## src/rtl/core/mrc_pkg.sv

```systemverilog
package mrc_pkg;

    // Antenna count and input packing.
    localparam int ANTENNAS  = 4;
    localparam int PART_W    = 16;
    localparam int CPX_W     = 2 * PART_W;
    localparam int PROD_W    = 2 * PART_W;

    // Per-antenna sums and the combined sums over all antennas.
    localparam int ANT_POW_W    = PROD_W;
    localparam int ANT_M_W      = PROD_W + 1;
    localparam int ANT_SUM_BITS = $clog2(ANTENNAS);
    localparam int POW_W        = ANT_POW_W + ANT_SUM_BITS;
    localparam int M_W          = ANT_M_W + ANT_SUM_BITS;

    // Noise variance register, Q4.12.
    localparam int NV_W = 16;
    localparam logic [NV_W-1:0] NOISE_VAR_RESET = NV_W'(4096);

    // Output formats: symbol Q4.11, variance Q8.16.
    localparam int SYM_W          = 16;
    localparam int SYM_FRAC       = 11;
    localparam int VAR_W          = 24;
    localparam int VAR_FRAC_SHIFT = 30;

    // Quotient bits per divider lane. Each lane produces the variance width
    // plus one bit, and the last bit is used for rounding.
    localparam int QB        = VAR_W + 1;
    localparam int SYM_QB    = SYM_W + 1;
    localparam int SYM_EXTRA = QB - SYM_QB;
    localparam int SYM_SCALE = SYM_FRAC + 1 + SYM_EXTRA;
    localparam int SYM_LOW_W = QB - SYM_SCALE;
    localparam int VAR_SCALE = VAR_FRAC_SHIFT + 1;
    localparam int VAR_UP    = VAR_SCALE - QB;
    localparam int VAR_HI_W  = NV_W + VAR_UP;

    // Pipeline stage positions.
    localparam int ST_PROD  = 0;
    localparam int ST_ANT   = 1;
    localparam int ST_SUM   = 2;
    localparam int ST_PREP  = 3;
    localparam int ST_DIV0  = 4;
    localparam int ST_OUT   = ST_DIV0 + QB;
    localparam int NSTAGES  = ST_OUT + 1;

    typedef logic        [ANT_POW_W-1:0] ant_pow_t;
    typedef logic signed [ANT_M_W-1:0]   ant_m_t;
    typedef logic        [POW_W-1:0]     pow_t;
    typedef logic signed [M_W-1:0]       msum_t;

    // Starting point of one divider lane.
    typedef struct packed {
        logic [POW_W-1:0] rem;
        logic [QB-1:0]    tail;
        logic             sat;
        logic             neg;
    } div_lane_t;

endpackage

```

## src/rtl/core/mrc_ant_lane.sv

```systemverilog
module mrc_ant_lane
    import mrc_pkg::*;
(
    input  logic             clk,
    input  logic             en_prod,
    input  logic             en_ant,
    input  logic [CPX_W-1:0] gain,
    input  logic [CPX_W-1:0] sample,
    output ant_pow_t         ant_pow,
    output ant_m_t           ant_re,
    output ant_m_t           ant_im
);

    logic signed [PART_W-1:0] hr;
    logic signed [PART_W-1:0] hi;
    logic signed [PART_W-1:0] rr;
    logic signed [PART_W-1:0] ri;

    logic signed [PROD_W-1:0] hrhr_reg;
    logic signed [PROD_W-1:0] hihi_reg;
    logic signed [PROD_W-1:0] hrrr_reg;
    logic signed [PROD_W-1:0] hiri_reg;
    logic signed [PROD_W-1:0] hrri_reg;
    logic signed [PROD_W-1:0] hirr_reg;

    ant_pow_t pow_reg;
    ant_m_t   re_reg;
    ant_m_t   im_reg;

    // Unpack the real and imaginary halves.
    assign hr = gain[CPX_W-1:PART_W];
    assign hi = gain[PART_W-1:0];
    assign rr = sample[CPX_W-1:PART_W];
    assign ri = sample[PART_W-1:0];

    // Six exact products, one register stage.
    always_ff @(posedge clk)
    begin
        if (en_prod)
        begin
            hrhr_reg <= hr * hr;
            hihi_reg <= hi * hi;
            hrrr_reg <= hr * rr;
            hiri_reg <= hi * ri;
            hrri_reg <= hr * ri;
            hirr_reg <= hi * rr;
        end
    end

    // Channel power and conjugate-weighted sample for this antenna.
    always_ff @(posedge clk)
    begin
        if (en_ant)
        begin
            pow_reg <= ANT_POW_W'($unsigned(hrhr_reg)) + ANT_POW_W'($unsigned(hihi_reg));
            re_reg  <= ANT_M_W'(hrrr_reg) + ANT_M_W'(hiri_reg);
            im_reg  <= ANT_M_W'(hrri_reg) - ANT_M_W'(hirr_reg);
        end
    end

    assign ant_pow = pow_reg;
    assign ant_re  = re_reg;
    assign ant_im  = im_reg;

endmodule

```

## config.mk

```make
export PLATFORM = sky130hd
export DESIGN_NAME = mrc_ant_lane
export DESIGN_NICKNAME = d
export VERILOG_FILES = /design/src/rtl/core/mrc_pkg.sv /design/src/rtl/core/mrc_ant_lane.sv
export SDC_FILE = /design/constraint.sdc
export NUM_CORES = 2
export LEC_CHECK = 0
export BUFFER_PORTS_ARGS = -buffer_cell sky130_fd_sc_hd__buf_2
export CORE_AREA = 2 2 453 455
export DETAILED_ROUTE_END_ITERATION = 8
export DIE_AREA = 0 0 455 457
export PLACE_DENSITY = 0.54
export SETUP_SLACK_MARGIN = 0.05
export SLEW_MARGIN = 30
export SYNTH_ARGS = -nofsm -noshare
export SYNTH_HDL_FRONTEND = slang
export SYNTH_SLANG_ARGS = --single-unit
```

## constraint.sdc

```tcl
create_clock -name clk -period 11.3 [get_ports clk]
set_input_delay 1.695 -clock clk [delete_from_list [all_inputs] [get_ports clk]]
set_output_delay 1.695 -clock clk [all_outputs]
set_load 0.01 [all_outputs]
```

-- After elaboration in Yosys (flattened, before gate mapping)
Cells that the tools add are included.
- output and inout port bits: 98
- bits of input ports: 67
- logic and storage cells: 18
- register bits: 290
- multiply operators: 6
- add/sub/neg operators: 3
- operators by type and width (kind ; number):
    $mul A16 B16 Y32 ; 6
    $add A32 B32 Y33 ; 1
    $sub A32 B32 Y33 ; 1
    $add A32 B32 Y32 ; 1

-- Logic depth before layout (Yosys ltp)
- depth after elaboration: 1
- mapped depth: 25
- mapped depth without buffers: 23

-- Worst setup path after synthesis
OpenSTA, ideal clock, no wires.
- path type: input to register
- start point: in gain[15]
- end point: reg hirr_reg[30] (data pin)
- stages on the path: 18
- required time: 11120 ps
- buffers on the path: 2
- library setup time: 180 ps
- arrival: 7622 ps
- slack: 3498 ps
- cell sequence: clkbuf_1 buf_1 nand2_1 inv_1 fa_1 fa_1 fa_1 fa_1 fa_1 fa_1 ha_1 a21o_1 a21oi_1 or3b_1 nor3_2 nor3_1 or4_1 o311ai_1
- cells in the longest elaborated chain, start to end: 1
- RTL lines (item ; RTL line ; text):
    start, declared ; mrc_ant_lane.sv:7 ; input logic [CPX_W-1:0] gain,
    $mul A16 B16 Y32 ; mrc_ant_lane.sv:46 ; hirr_reg <= hi * rr;
    end signal, assigned ; mrc_ant_lane.sv:46 ;
    end, declared ; mrc_ant_lane.sv:24 ; logic signed [PROD_W-1:0] hirr_reg;
No other way between the ends.
A chain may end at the register's enable or synchronous reset.

-- Worst setup path in the final report
- start point: in gain[31]
- end point: reg hrri_reg[28] (data pin)
- cells in the longest elaborated chain, start to end: 1
- RTL lines (item ; RTL line ; text):
    $mul A16 B16 Y32 ; mrc_ant_lane.sv:45 ; hrri_reg <= hr * ri;
    end signal, assigned ; mrc_ant_lane.sv:45 ;
    end, declared ; mrc_ant_lane.sv:23 ; logic signed [PROD_W-1:0] hrri_reg;
No other way between the ends.

==> impl_metrics.env <==
export IMPL_syn_instance_count=7387
export IMPL_relSlewSlack_pct=31.7
export IMPL_insertion_delay_ps=650
export IMPL_cts_sinks=288
export IMPL_syn_nets=9575
export IMPL_grt_pass1_wl_um=295000
export IMPL_fin_crit_ps=8210
export IMPL_setup_viol=0
export IMPL_fillerInstances=20400
export IMPL_dieArea_um2=208000
export IMPL_cpMaxStageDelayCell="fa_1"
export IMPL_drc=0
export IMPL_cts_setup_buffers=0
export IMPL_io_buffer_count=164
export IMPL_overflow=0
export IMPL_synth_area_um2=70900
export IMPL_synth_ff_type="edfxtp_1"
export IMPL_synth_top_area_share_pct=43.0
export IMPL_ys_warn_count=0
export IMPL_cts_hold_buf=0
export IMPL_timing_final_crit_share_pct=72.7
export IMPL_cts_max_level=2
export IMPL_hold_ws_ps=546
export IMPL_grt_max_degree=74
export IMPL_tightest_slew_ps=1020
export IMPL_finalSetupTns_ps=0
export IMPL_wl_per_cell_um=17.7
export IMPL_std_cell_rows=166
export IMPL_crit_arrival_ps=8720
export IMPL_yosysTopAreaCell="fa_1"
export IMPL_path_cells="buf_2, buf_4, nand2_1, inv_1, fa_1, fa_1, fa_1, fa_1, fa_1, inv_1, fa_1, inv_1, ha_1, inv_1, nor3_1, nand2_1, a31oi_1, o21ai_0, nor2_1, o21ai_0, a21oi_1"
export IMPL_max_cap_violations=0
export IMPL_clk_pin_slew_worst_paths_ps=60
export IMPL_place_inst=10000
export IMPL_core_area_um2=203000
export IMPL_initial_core_util_pct=34.8
export IMPL_grt_total_usage_pct=18.0
export IMPL_drive_gt1_share_pct=4.69
export IMPL_met1_usage_pct=24.7
export IMPL_grt_pass1_vias=52800
export IMPL_seq_area_um2=8650
export IMPL_numCtsBuffers=44
export IMPL_skew_ps=26.2
export IMPL_die_width_um=455
export IMPL_fp_dieH_um=457
export IMPL_achievable_frequency_ghz=0.122
export IMPL_top_usage_layer="met2"
export IMPL_required_ps=11800
export IMPL_synth_cell_type_count=85
export IMPL_grt_antenna_before_repair=11
export IMPL_rsz0062_at_grt="false"
export IMPL_firstDrtPassIters=6
export IMPL_layoutNonFillerInstCount=10100
export IMPL_syn2layout_area_growth_pct=7.37
export IMPL_synth_seq_cells=288
export IMPL_multi_input_area_um2=54200
export IMPL_async_reset_ff_share_pct=0
export IMPL_grt_util_met3_pct=1.45
export IMPL_fin_nets=9573
export IMPL_ios=165
export IMPL_vias=48700
export IMPL_final_util_pct=37.4
export IMPL_cp_end_kind="register"
export IMPL_critical_path_class="in -> reg"
export IMPL_clockRootBuffer="clkbuf_16"
export IMPL_hold_path_class="reg -> reg"
export IMPL_status="finished clean"
export IMPL_place_hpwl_um=144000
export IMPL_vias_per_cell=4.81
export IMPL_cp_max_fo=35
export IMPL_ys_top_cells_by_area="fa_1 (43%), edfxtp_1 (12%), ha_1 (11%)"
export IMPL_max_stage_delay_ps=920
export IMPL_drt_wl_total_um=179000
export IMPL_crit_top_cell="fa_1"
export IMPL_detail_route_antenna_nets=0
export IMPL_synth_seq_area_share_pct=12.2
export IMPL_use_met2_pct=30.5
export IMPL_cts_tree="done"
export IMPL_drt_iter0_markers=2701
export IMPL_post_cts_resized=0
export IMPL_slew_viol_final=0
export IMPL_start_kind="primary input"
export IMPL_syn_area_per_cell_um2=9.59
export IMPL_clockBufferDepth=3
export IMPL_synth_edf_count=288
export IMPL_gp_congestion=0.852
export IMPL_hold_viol=0
## worst paths after layout
| path | cells past startpoint | slack (ps) | start | endpoint |
|---|---|---|---|---|
| worst max-delay path | 21 | 3090 | gain[31] | hrri_reg[28] |
| worst min-delay path | 1 | 550 | hihi_reg[0] | ant_pow[0] |
| worst max register to register | 11 | 7780 | hrrr_reg[0] | ant_re[32] |
| worst min register to register | 1 | 550 | hihi_reg[0] | ant_pow[0] |
## Yosys cell counts, drive strengths merged, types with 18 or more instances
| master | instances |
|---|---|
| and2 | 584 |
| a21o | 67 |
| edfxtp | 288 |
| ha | 600 |
| o21a | 47 |
| nor2 | 243 |
| nor3 | 61 |
| o21ai | 130 |
| xnor2 | 217 |
| nand3 | 64 |
| nand2b | 39 |
| a21oi | 207 |
| o21bai | 29 |
| and3 | 29 |
| a31oi | 20 |
| o211ai | 18 |
| fa | 1521 |
| clkbuf | 267 |
| a211oi | 33 |
| nand2 | 739 |
| nor2b | 35 |
| xor2 | 68 |
| inv | 1856 |
| nand4 | 21 |
## through the flow
stage	worst slack [ps]	cell area [um^2]
2_1_floorplan	3500	70900
3_3_place_gp	2510	74500
3_5_place_dp	2500	74500
4_1_cts	3200	76100
5_1_grt	2720	76100
6_report	3090	76100
## logic make-up after synthesis
logic type	Yosys count	share of synthesized area (%)
simple gates	1884	13.1
xor+xnor	285	3.52
compound gates	667	6.19
mux	8	0.117
buf+inv	2134	11.3
flops	288	12.2
fa+ha+maj	2121	53.6
## cell usage in the layout (no fill, tap or decap), drive strengths merged, types with 12 or more instances in the layout
| master | synthesis | routed |
|---|---|---|
| a211oi | 33 | 33 |
| a21o | 67 | 67 |
| a21oi | 207 | 207 |
| a31oi | 20 | 20 |
| and2 | 584 | 584 |
| and3 | 29 | 29 |
| buf | 8 | 226 |
| clkbuf | 267 | 48 |
| clkinv | 3 | 14 |
| edfxtp | 288 | 288 |
| fa | 1521 | 1521 |
| ha | 600 | 600 |
| inv | 1856 | 1863 |
| nand2 | 739 | 739 |
| nand2b | 39 | 39 |
| nand3 | 64 | 64 |
| nand4 | 21 | 21 |
| nor2 | 243 | 243 |
| nor2b | 35 | 35 |
| nor3 | 61 | 61 |
| o211ai | 18 | 18 |
| o21a | 47 | 47 |
| o21ai | 130 | 130 |
| o21bai | 29 | 29 |
| or3 | 12 | 12 |
| xnor2 | 217 | 217 |
| xor2 | 68 | 68 |
## final cells by class
class | count | share of cell area [%]
Antenna cell | 10 | 0.0329
Clock inverter | 34 | 0.594
Tap cell | 2688 | 4.42
Inverter | 1859 | 9.17
Sequential cell | 288 | 11.4
Multi-Input combinational cell | 4965 | 71.2
Clock buffer | 47 | 1.46
Timing Repair Buffer | 227 | 1.72
## routing by layer
layer  vias up  wire length [um]
met2      1050             88200
li1      22300                 -
met5         -                 7
met1     25100             79200
met3       202              6750
met4         2              5060
## critical path, delay by kind of cell
family	cells	cell delay [ps]
AO/OA/AOI/OAI	4	880
adder cells (fa/ha/maj)	7	3840
buffers and inverters	6	1420
AND/OR/NAND/NOR	4	790
Power is left out: the tool's default activity adds up to more than one toggle a clock period on the data nets, which glitch-free logic cannot reach.
