[src/rtl/core/mrc_pkg.sv]
package mrc_pkg;

    // Antenna count and input packing.
    localparam int ANTENNAS  = 4;
    localparam int PART_W    = 16;
    localparam int CPX_W     = 2 * PART_W;
    localparam int PROD_W    = 2 * PART_W;

    // Per-antenna sums and the combined sums over all antennas.
    localparam int ANT_POW_W    = PROD_W;
    localparam int ANT_M_W      = PROD_W + 1;
    localparam int ANT_SUM_BITS = $clog2(ANTENNAS);
    localparam int POW_W        = ANT_POW_W + ANT_SUM_BITS;
    localparam int M_W          = ANT_M_W + ANT_SUM_BITS;

    // Noise variance register, Q4.12.
    localparam int NV_W = 16;
    localparam logic [NV_W-1:0] NOISE_VAR_RESET = NV_W'(4096);

    // Output formats: symbol Q4.11, variance Q8.16.
    localparam int SYM_W          = 16;
    localparam int SYM_FRAC       = 11;
    localparam int VAR_W          = 24;
    localparam int VAR_FRAC_SHIFT = 30;

    // Quotient bits per divider lane. Each lane produces the variance width
    // plus one bit, and the last bit is used for rounding.
    localparam int QB        = VAR_W + 1;
    localparam int SYM_QB    = SYM_W + 1;
    localparam int SYM_EXTRA = QB - SYM_QB;
    localparam int SYM_SCALE = SYM_FRAC + 1 + SYM_EXTRA;
    localparam int SYM_LOW_W = QB - SYM_SCALE;
    localparam int VAR_SCALE = VAR_FRAC_SHIFT + 1;
    localparam int VAR_UP    = VAR_SCALE - QB;
    localparam int VAR_HI_W  = NV_W + VAR_UP;

    // Pipeline stage positions.
    localparam int ST_PROD  = 0;
    localparam int ST_ANT   = 1;
    localparam int ST_SUM   = 2;
    localparam int ST_PREP  = 3;
    localparam int ST_DIV0  = 4;
    localparam int ST_OUT   = ST_DIV0 + QB;
    localparam int NSTAGES  = ST_OUT + 1;

    typedef logic        [ANT_POW_W-1:0] ant_pow_t;
    typedef logic signed [ANT_M_W-1:0]   ant_m_t;
    typedef logic        [POW_W-1:0]     pow_t;
    typedef logic signed [M_W-1:0]       msum_t;

    // Starting point of one divider lane.
    typedef struct packed {
        logic [POW_W-1:0] rem;
        logic [QB-1:0]    tail;
        logic             sat;
        logic             neg;
    } div_lane_t;

endpackage

[src/rtl/core/mrc_merge.sv]
module mrc_merge
    import mrc_pkg::*;
(
    input  logic            clk,
    input  logic            en_sum,
    input  logic            en_prep,
    input  ant_pow_t        ant_pow [ANTENNAS],
    input  ant_m_t          ant_re  [ANTENNAS],
    input  ant_m_t          ant_im  [ANTENNAS],
    input  logic [NV_W-1:0] noise_var,
    output pow_t            divisor,
    output div_lane_t       lane_re,
    output div_lane_t       lane_im,
    output div_lane_t       lane_var
);

    pow_t      pow_sum_next;
    msum_t     re_sum_next;
    msum_t     im_sum_next;
    pow_t      pow_sum_reg;
    msum_t     re_sum_reg;
    msum_t     im_sum_reg;

    pow_t      dvs;
    pow_t      divisor_reg;
    div_lane_t lane_re_reg;
    div_lane_t lane_im_reg;
    div_lane_t lane_var_reg;

    // Symbol lane: magnitude of the combined sample, scaled so that the
    // quotient carries the rounding and spare bits below Q4.11.
    function automatic div_lane_t sym_lane(input msum_t m, input pow_t d);
        logic [M_W-1:0] mag;
        logic [M_W-1:0] hi_part;
        div_lane_t      l;
        mag     = m[M_W-1] ? M_W'(-m) : M_W'(m);
        hi_part = mag >> SYM_LOW_W;
        l.neg   = m[M_W-1];
        l.sat   = (hi_part >= M_W'(d));
        l.rem   = l.sat ? '0 : POW_W'(hi_part);
        l.tail  = {mag[SYM_LOW_W-1:0], {(QB-SYM_LOW_W){1'b0}}};
        return l;
    endfunction

    // Sum the antenna lanes.
    always_comb
    begin
        pow_sum_next = '0;
        re_sum_next  = '0;
        im_sum_next  = '0;
        for (int a = 0; a < ANTENNAS; a++)
        begin
            pow_sum_next = pow_sum_next + POW_W'(ant_pow[a]);
            re_sum_next  = re_sum_next + M_W'(ant_re[a]);
            im_sum_next  = im_sum_next + M_W'(ant_im[a]);
        end
    end

    always_ff @(posedge clk)
    begin
        if (en_sum)
        begin
            pow_sum_reg <= pow_sum_next;
            re_sum_reg  <= re_sum_next;
            im_sum_reg  <= im_sum_next;
        end
    end

    // Zero power is floored to one LSB.
    assign dvs = (pow_sum_reg == '0) ? POW_W'(1) : pow_sum_reg;

    // Set up the three divider lanes and flag quotients that will saturate.
    always_ff @(posedge clk)
    begin
        if (en_prep)
        begin
            divisor_reg       <= dvs;
            lane_re_reg       <= sym_lane(re_sum_reg, dvs);
            lane_im_reg       <= sym_lane(im_sum_reg, dvs);
            lane_var_reg.neg  <= 1'b0;
            lane_var_reg.tail <= '0;
            if (POW_W'({noise_var, {VAR_UP{1'b0}}}) >= dvs)
            begin
                lane_var_reg.sat <= 1'b1;
                lane_var_reg.rem <= '0;
            end
            else
            begin
                lane_var_reg.sat <= 1'b0;
                lane_var_reg.rem <= POW_W'({noise_var, {VAR_UP{1'b0}}});
            end
        end
    end

    assign divisor  = divisor_reg;
    assign lane_re  = lane_re_reg;
    assign lane_im  = lane_im_reg;
    assign lane_var = lane_var_reg;

endmodule

[config.mk]
export PLATFORM = sky130hd
export DESIGN_NAME = mrc_merge
export DESIGN_NICKNAME = d
export VERILOG_FILES = /design/src/rtl/core/mrc_pkg.sv /design/src/rtl/core/mrc_merge.sv
export SDC_FILE = /design/constraint.sdc
export NUM_CORES = 1
export LEC_CHECK = 0
export ABC_AREA = 1
export ABC_CLOCK_PERIOD_IN_PS = 8300
export BUFFER_PORTS_ARGS = -buffer_cell sky130_fd_sc_hd__buf_4
export CORE_AREA = 2 2 245 247
export CTS_BUF_LIST = sky130_fd_sc_hd__clkbuf_4 sky130_fd_sc_hd__clkbuf_8
export DETAILED_ROUTE_END_ITERATION = 8
export DIE_AREA = 0 0 247 249
export PLACE_DENSITY = 0.64
export SYNTH_ARGS = -nofsm -noshare
export SYNTH_HDL_FRONTEND = slang
export SYNTH_SLANG_ARGS = --single-unit
[constraint.sdc]
create_clock -name clk -period 8.3 [get_ports clk]
set_input_delay 1.245 -clock clk [delete_from_list [all_inputs] [get_ports clk]]
set_output_delay 1.245 -clock clk [all_outputs]
set_load 0.005 [all_outputs]
# == Yosys cells after proc, flatten, opt, wreduce, memory -nomap -nowiden ==
# Cells that the tools add are included.
# totals
inputBits,411
elab_cells,36
reg_bits,255
# op_classes
n_reduce_logical,1
add_sub_neg,11
n_mux,4
order_cmp,3
# ops
cell,count
adder 34 x 33 -> 35 bit,2
adder 35 x 33 -> 35 bit,2
2-to-1 mux 35 bit,2
negation 35 bit,2
adder 33 x 33 -> 34 bit,2
greater-or-equal comparator 30 x 34 -> 1 bit,2
adder 33 x 32 -> 34 bit,1
adder 34 x 32 -> 34 bit,1
greater-or-equal comparator 22 x 34 -> 1 bit,1
zero test 34 bit,1
2-to-1 mux 34 bit,1
adder 32 x 32 -> 33 bit,1
2-to-1 mux 1 bit,1

# == Depth between registers and ports, before layout ==
# depth
ltp_word,4
depth_mapped,23
depth_no_buf,22

# == Worst setup path before layout ==
# Ideal clock, no wire load.
# synth_path
path_kind,input -> register
start,input port ant_im[1] (netlist bit)
end,register im_sum_reg[25] (data pin)
t_arrival_ps,4022
setup_time_ps,256
slack_ps,4022
path_stages,21
n_path_buf,0
path_cell_list,inv_1 > fa_1 > fa_1 > inv_1 > ha_1 > inv_1 > fa_1 > o21ai_1 > nand2_1 > o211ai_1 > nand2_1 > nand2_1 > nand2_1 > nand2_1 > nand3_1 > nand2_1 > nand2_1 > inv_1 > nor2_1 > nand2_1 > nand2_1
# synth_via
elab_chain_len,1
# synth_lines
element,line_no,text
"start, declared",mrc_merge.sv:9,"input ant_m_t ant_im [ANTENNAS],"
adder 35 x 33 -> 35 bit,mrc_merge.sv:55,im_sum_next = im_sum_next + M_W'(ant_im[a]);
named net im_sum_next[25],mrc_merge.sv:19,msum_t im_sum_next;
"end signal, assigned",mrc_merge.sv:65,im_sum_reg <= im_sum_next;
"end, declared",mrc_merge.sv:22,msum_t im_sum_reg;
# The timed path passes the listed nets, and every way through them passes these cells.
# A chain may end at the register's enable or synchronous reset.

# == Final worst setup path ==
# layout_path
start,register im_sum_reg[0]
end,"register lane_im_reg, in the netlist lane_im[27] (data pin)"
# layout_via
elab_chain_len,3
# layout_lines
element,line_no,text
negation 35 bit (*),mrc_merge.sv:36,mag = m[M_W-1] ? M_W'(-m) : M_W'(m);
2-to-1 mux 35 bit (*),mrc_merge.sv:36,
greater-or-equal comparator 30 x 34 -> 1 bit,mrc_merge.sv:39,l.sat = (hi_part >= M_W'(d));
"end signal, assigned",mrc_merge.sv:79,"lane_im_reg <= sym_lane(im_sum_reg, dvs);"
"end, declared",mrc_merge.sv:27,div_lane_t lane_im_reg;
# Every way passes the cells marked *; elsewhere a longest branch is shown, timed or not.

==> results.ini <==
[clock_network]
clk_latency_ns = 0.55
hold_buffers = 0
clock-sinks = 229
numCtsBuffers = 41
cts_max_path_buffers = 3
cts_setup_buffers = 0
cts.clk_slew.worst_paths_ns = 0.06
cts_tree = built
cts.htree.levels = 2
ctsRootBufferMaster = clkbuf_8
cts_resized = 0

[route]
wl_per_cell_um = 16.73
drc = 0
ant_nets = 0
firstDrtPassIters = 6
viasPerCell = 4.690
dr.first_iter.drc_count = 1118
via_count = 18680
wirelength_um = 66640

[yosys]
synthesis.area_mm2 = 0.02301
yosysWarnings = 0
ys_seq_elements = 229
synthArstFlopShare = 0
synthCells = 2649
synth_top_cell_area_share = 0.2988
synthTopCellsByCount = inv_1 (667), nand2_1 (314), nor2_1 (248)
avgSynthCellArea_um2 = 8.688
synthTopCellsByArea = edfxtp_1 (30%), fa_1 (17%), inv_1 (11%)
synth_enable_flop_cells = 229
yosysUniqueCellTypes = 52
ys_seq_area_frac = 0.2988
yosys.area.top_type = edfxtp_1
yosysMostFrequentCell = inv_1
yosys_most_used_dff = edfxtp_1

[power]
power.density_mw_per_mm2 = 303.9
p_leak_nw = 14.26
peakVddDrop_v = 0.0001287

[sta]
finalSetupTns_ns = 0
finalSetupViolations = 0
layout_min_cycle_time_ns = 4.778
timing.fmax_mhz = 209.3
worst-slew-pin-transition_ns = 1.166
fin_crit_sh = 0.5756
max_slew_margin = 0.2207
rsz0062_at_grt = no
hold_ws_ns = 0.4448
final-max-slew-violation-count = 0
fin_worst_skew_ns = 0.01872
report.final.hold_viol_count = 0

[global_route]
grt_pass1_vias = 18710
grt_first_pass_wirelength_um = 101900
grt_max_degree = 74
grt.overflow.total = 0
grt_antenna_before_repair = 0
track_usage = 0.2129

[setup_path]
worstSetupPathType = reg -> reg
path_common_cell = nand2_1
worst_setup_path_start_kind = register
path_max_fanout = 31
worstPathCellList = inv_1 > ha_1 > nand3_1 > nor2_2 > nand3_2 > nor3_2 > nand3_1 > nor2_2 > nand3_2 > o21ai_2 > xor2_1 > inv_1 > ha_1 > a21oi_1 > o21ai_0 > nand2_1 > o211ai_1 > nand2_1 > a21oi_1 > a31oi_1 > nand2_1 > nor2_1
cp.required_ns = 8.53
max_stage_delay_ns = 0.87
end_kind = register
worst_path_max_delay_cell = nand2_1
critical_path_arrival_ns = 5.01

[place]
routabilityCongestion = 0.9396
dp_cells = 3913
numPortBuffers = 535
hpwl_um = 57310
dpl_cell_area_mm2 = 0.02747

[floorplan]
dieArea_mm2 = 0.06150
initial_utilization = 0.3921
fp.coreArea_mm2 = 0.05869
die_w_um = 247
rows = 89
die_y_um = 249
pin_count = 628

[final_layout]
synthToLayoutAreaGrowth_pct = 22.88
diodes = 0
final_layout_size_suffix_gt1_frac = 0.2021
nets = 3969
final_util = 0.4819
final_cells = 3984
fin_area_mm2 = 0.02828

[run]
maxCapViolations = 0

[run_status]
status = complete, no violations

[worst_hold_path]
hold_class = reg -> reg

-- through the flow --
step | worst slack [ns] | power, mW
final | 3.522 | 8.593
after global routing | 3.047 | 9.397
after CTS | 3.484 | 8.659
after detailed placement | 3.138 | 7.535
after global placement | 3.100 | 7.505
after floorplan | 4.022 | 5.652
-- cells by family after synthesis --
family,count (synthesis),share of synthesized area
fa+ha+maj,375,0.2685
xor+xnor,154,0.05894
simple gates,755,0.1421
buf+inv,814,0.1495
flops,229,0.2988
compound gates,321,0.08210
other cells,1,0.0001629
-- routing by layer --
metal / track usage / share of wire / vias to the layer above
met3: 0.04051 / 0.068 / 75
met5: 0 / 0 / -
met4: 0.05129 / 0.022 / 0
li1: - / - / 9231
met1: 0.2819 / 0.43 / 8800
met2: 0.3576 / 0.48 / 578
-- power by group --
part | internal, mW | total, mW | switching [mW]
Combinational | 1.97 | 5.11 | 3.14
Sequential | 2.04 | 2.40 | 0.361
Clock | 0.611 | 1.08 | 0.468
-- cell usage in the layout, fill, tap and decap left out, drive strengths merged, types with 15 or more instances in the layout --
cell type    n
nand2      318
clkbuf      54
a31oi       19
edfxtp     229
inv        674
nand4       44
nand3       65
clkinv      15
ha         177
o21a        19
o21ai       79
nor4        27
nor2       264
nor3        31
fa         198
conb        92
a21oi      138
xor2       125
o21bai      17
xnor2       29
buf        539
-- worst max-delay path: cells and delay by family, from the launching register on --
kind	cells	cell delay, ns
flops	1	0.46
simple gates	11	2.36
compound gates	6	0.68
xor+xnor	1	0.28
buf+inv	2	0.19
fa+ha+maj	2	0.50
-- final cells by class --
type                    instances  area (um^2)
well taps                     773        967.2
inverters                     675         2534
clock buffers                  54        661.9
clock inverters                17        150.1
multi-input cells            1697        13040
repair buffers                539         4050
flip-flops and latches        229         6877
fillers                      5774        30410
-- path summary, 6_finish.rpt --
kind	slack [ns]	start	cells past startpoint	end
max reg2reg	3.52	im_sum_reg[0]	22	lane_im[27]
max	3.52	im_sum_reg[0]	22	lane_im[27]
min reg2reg	0.44	pow_sum_reg[31]	0	divisor[31]
min	0.44	pow_sum_reg[31]	0	divisor[31]
No activity file was read; power rests on OpenSTA's default activity.
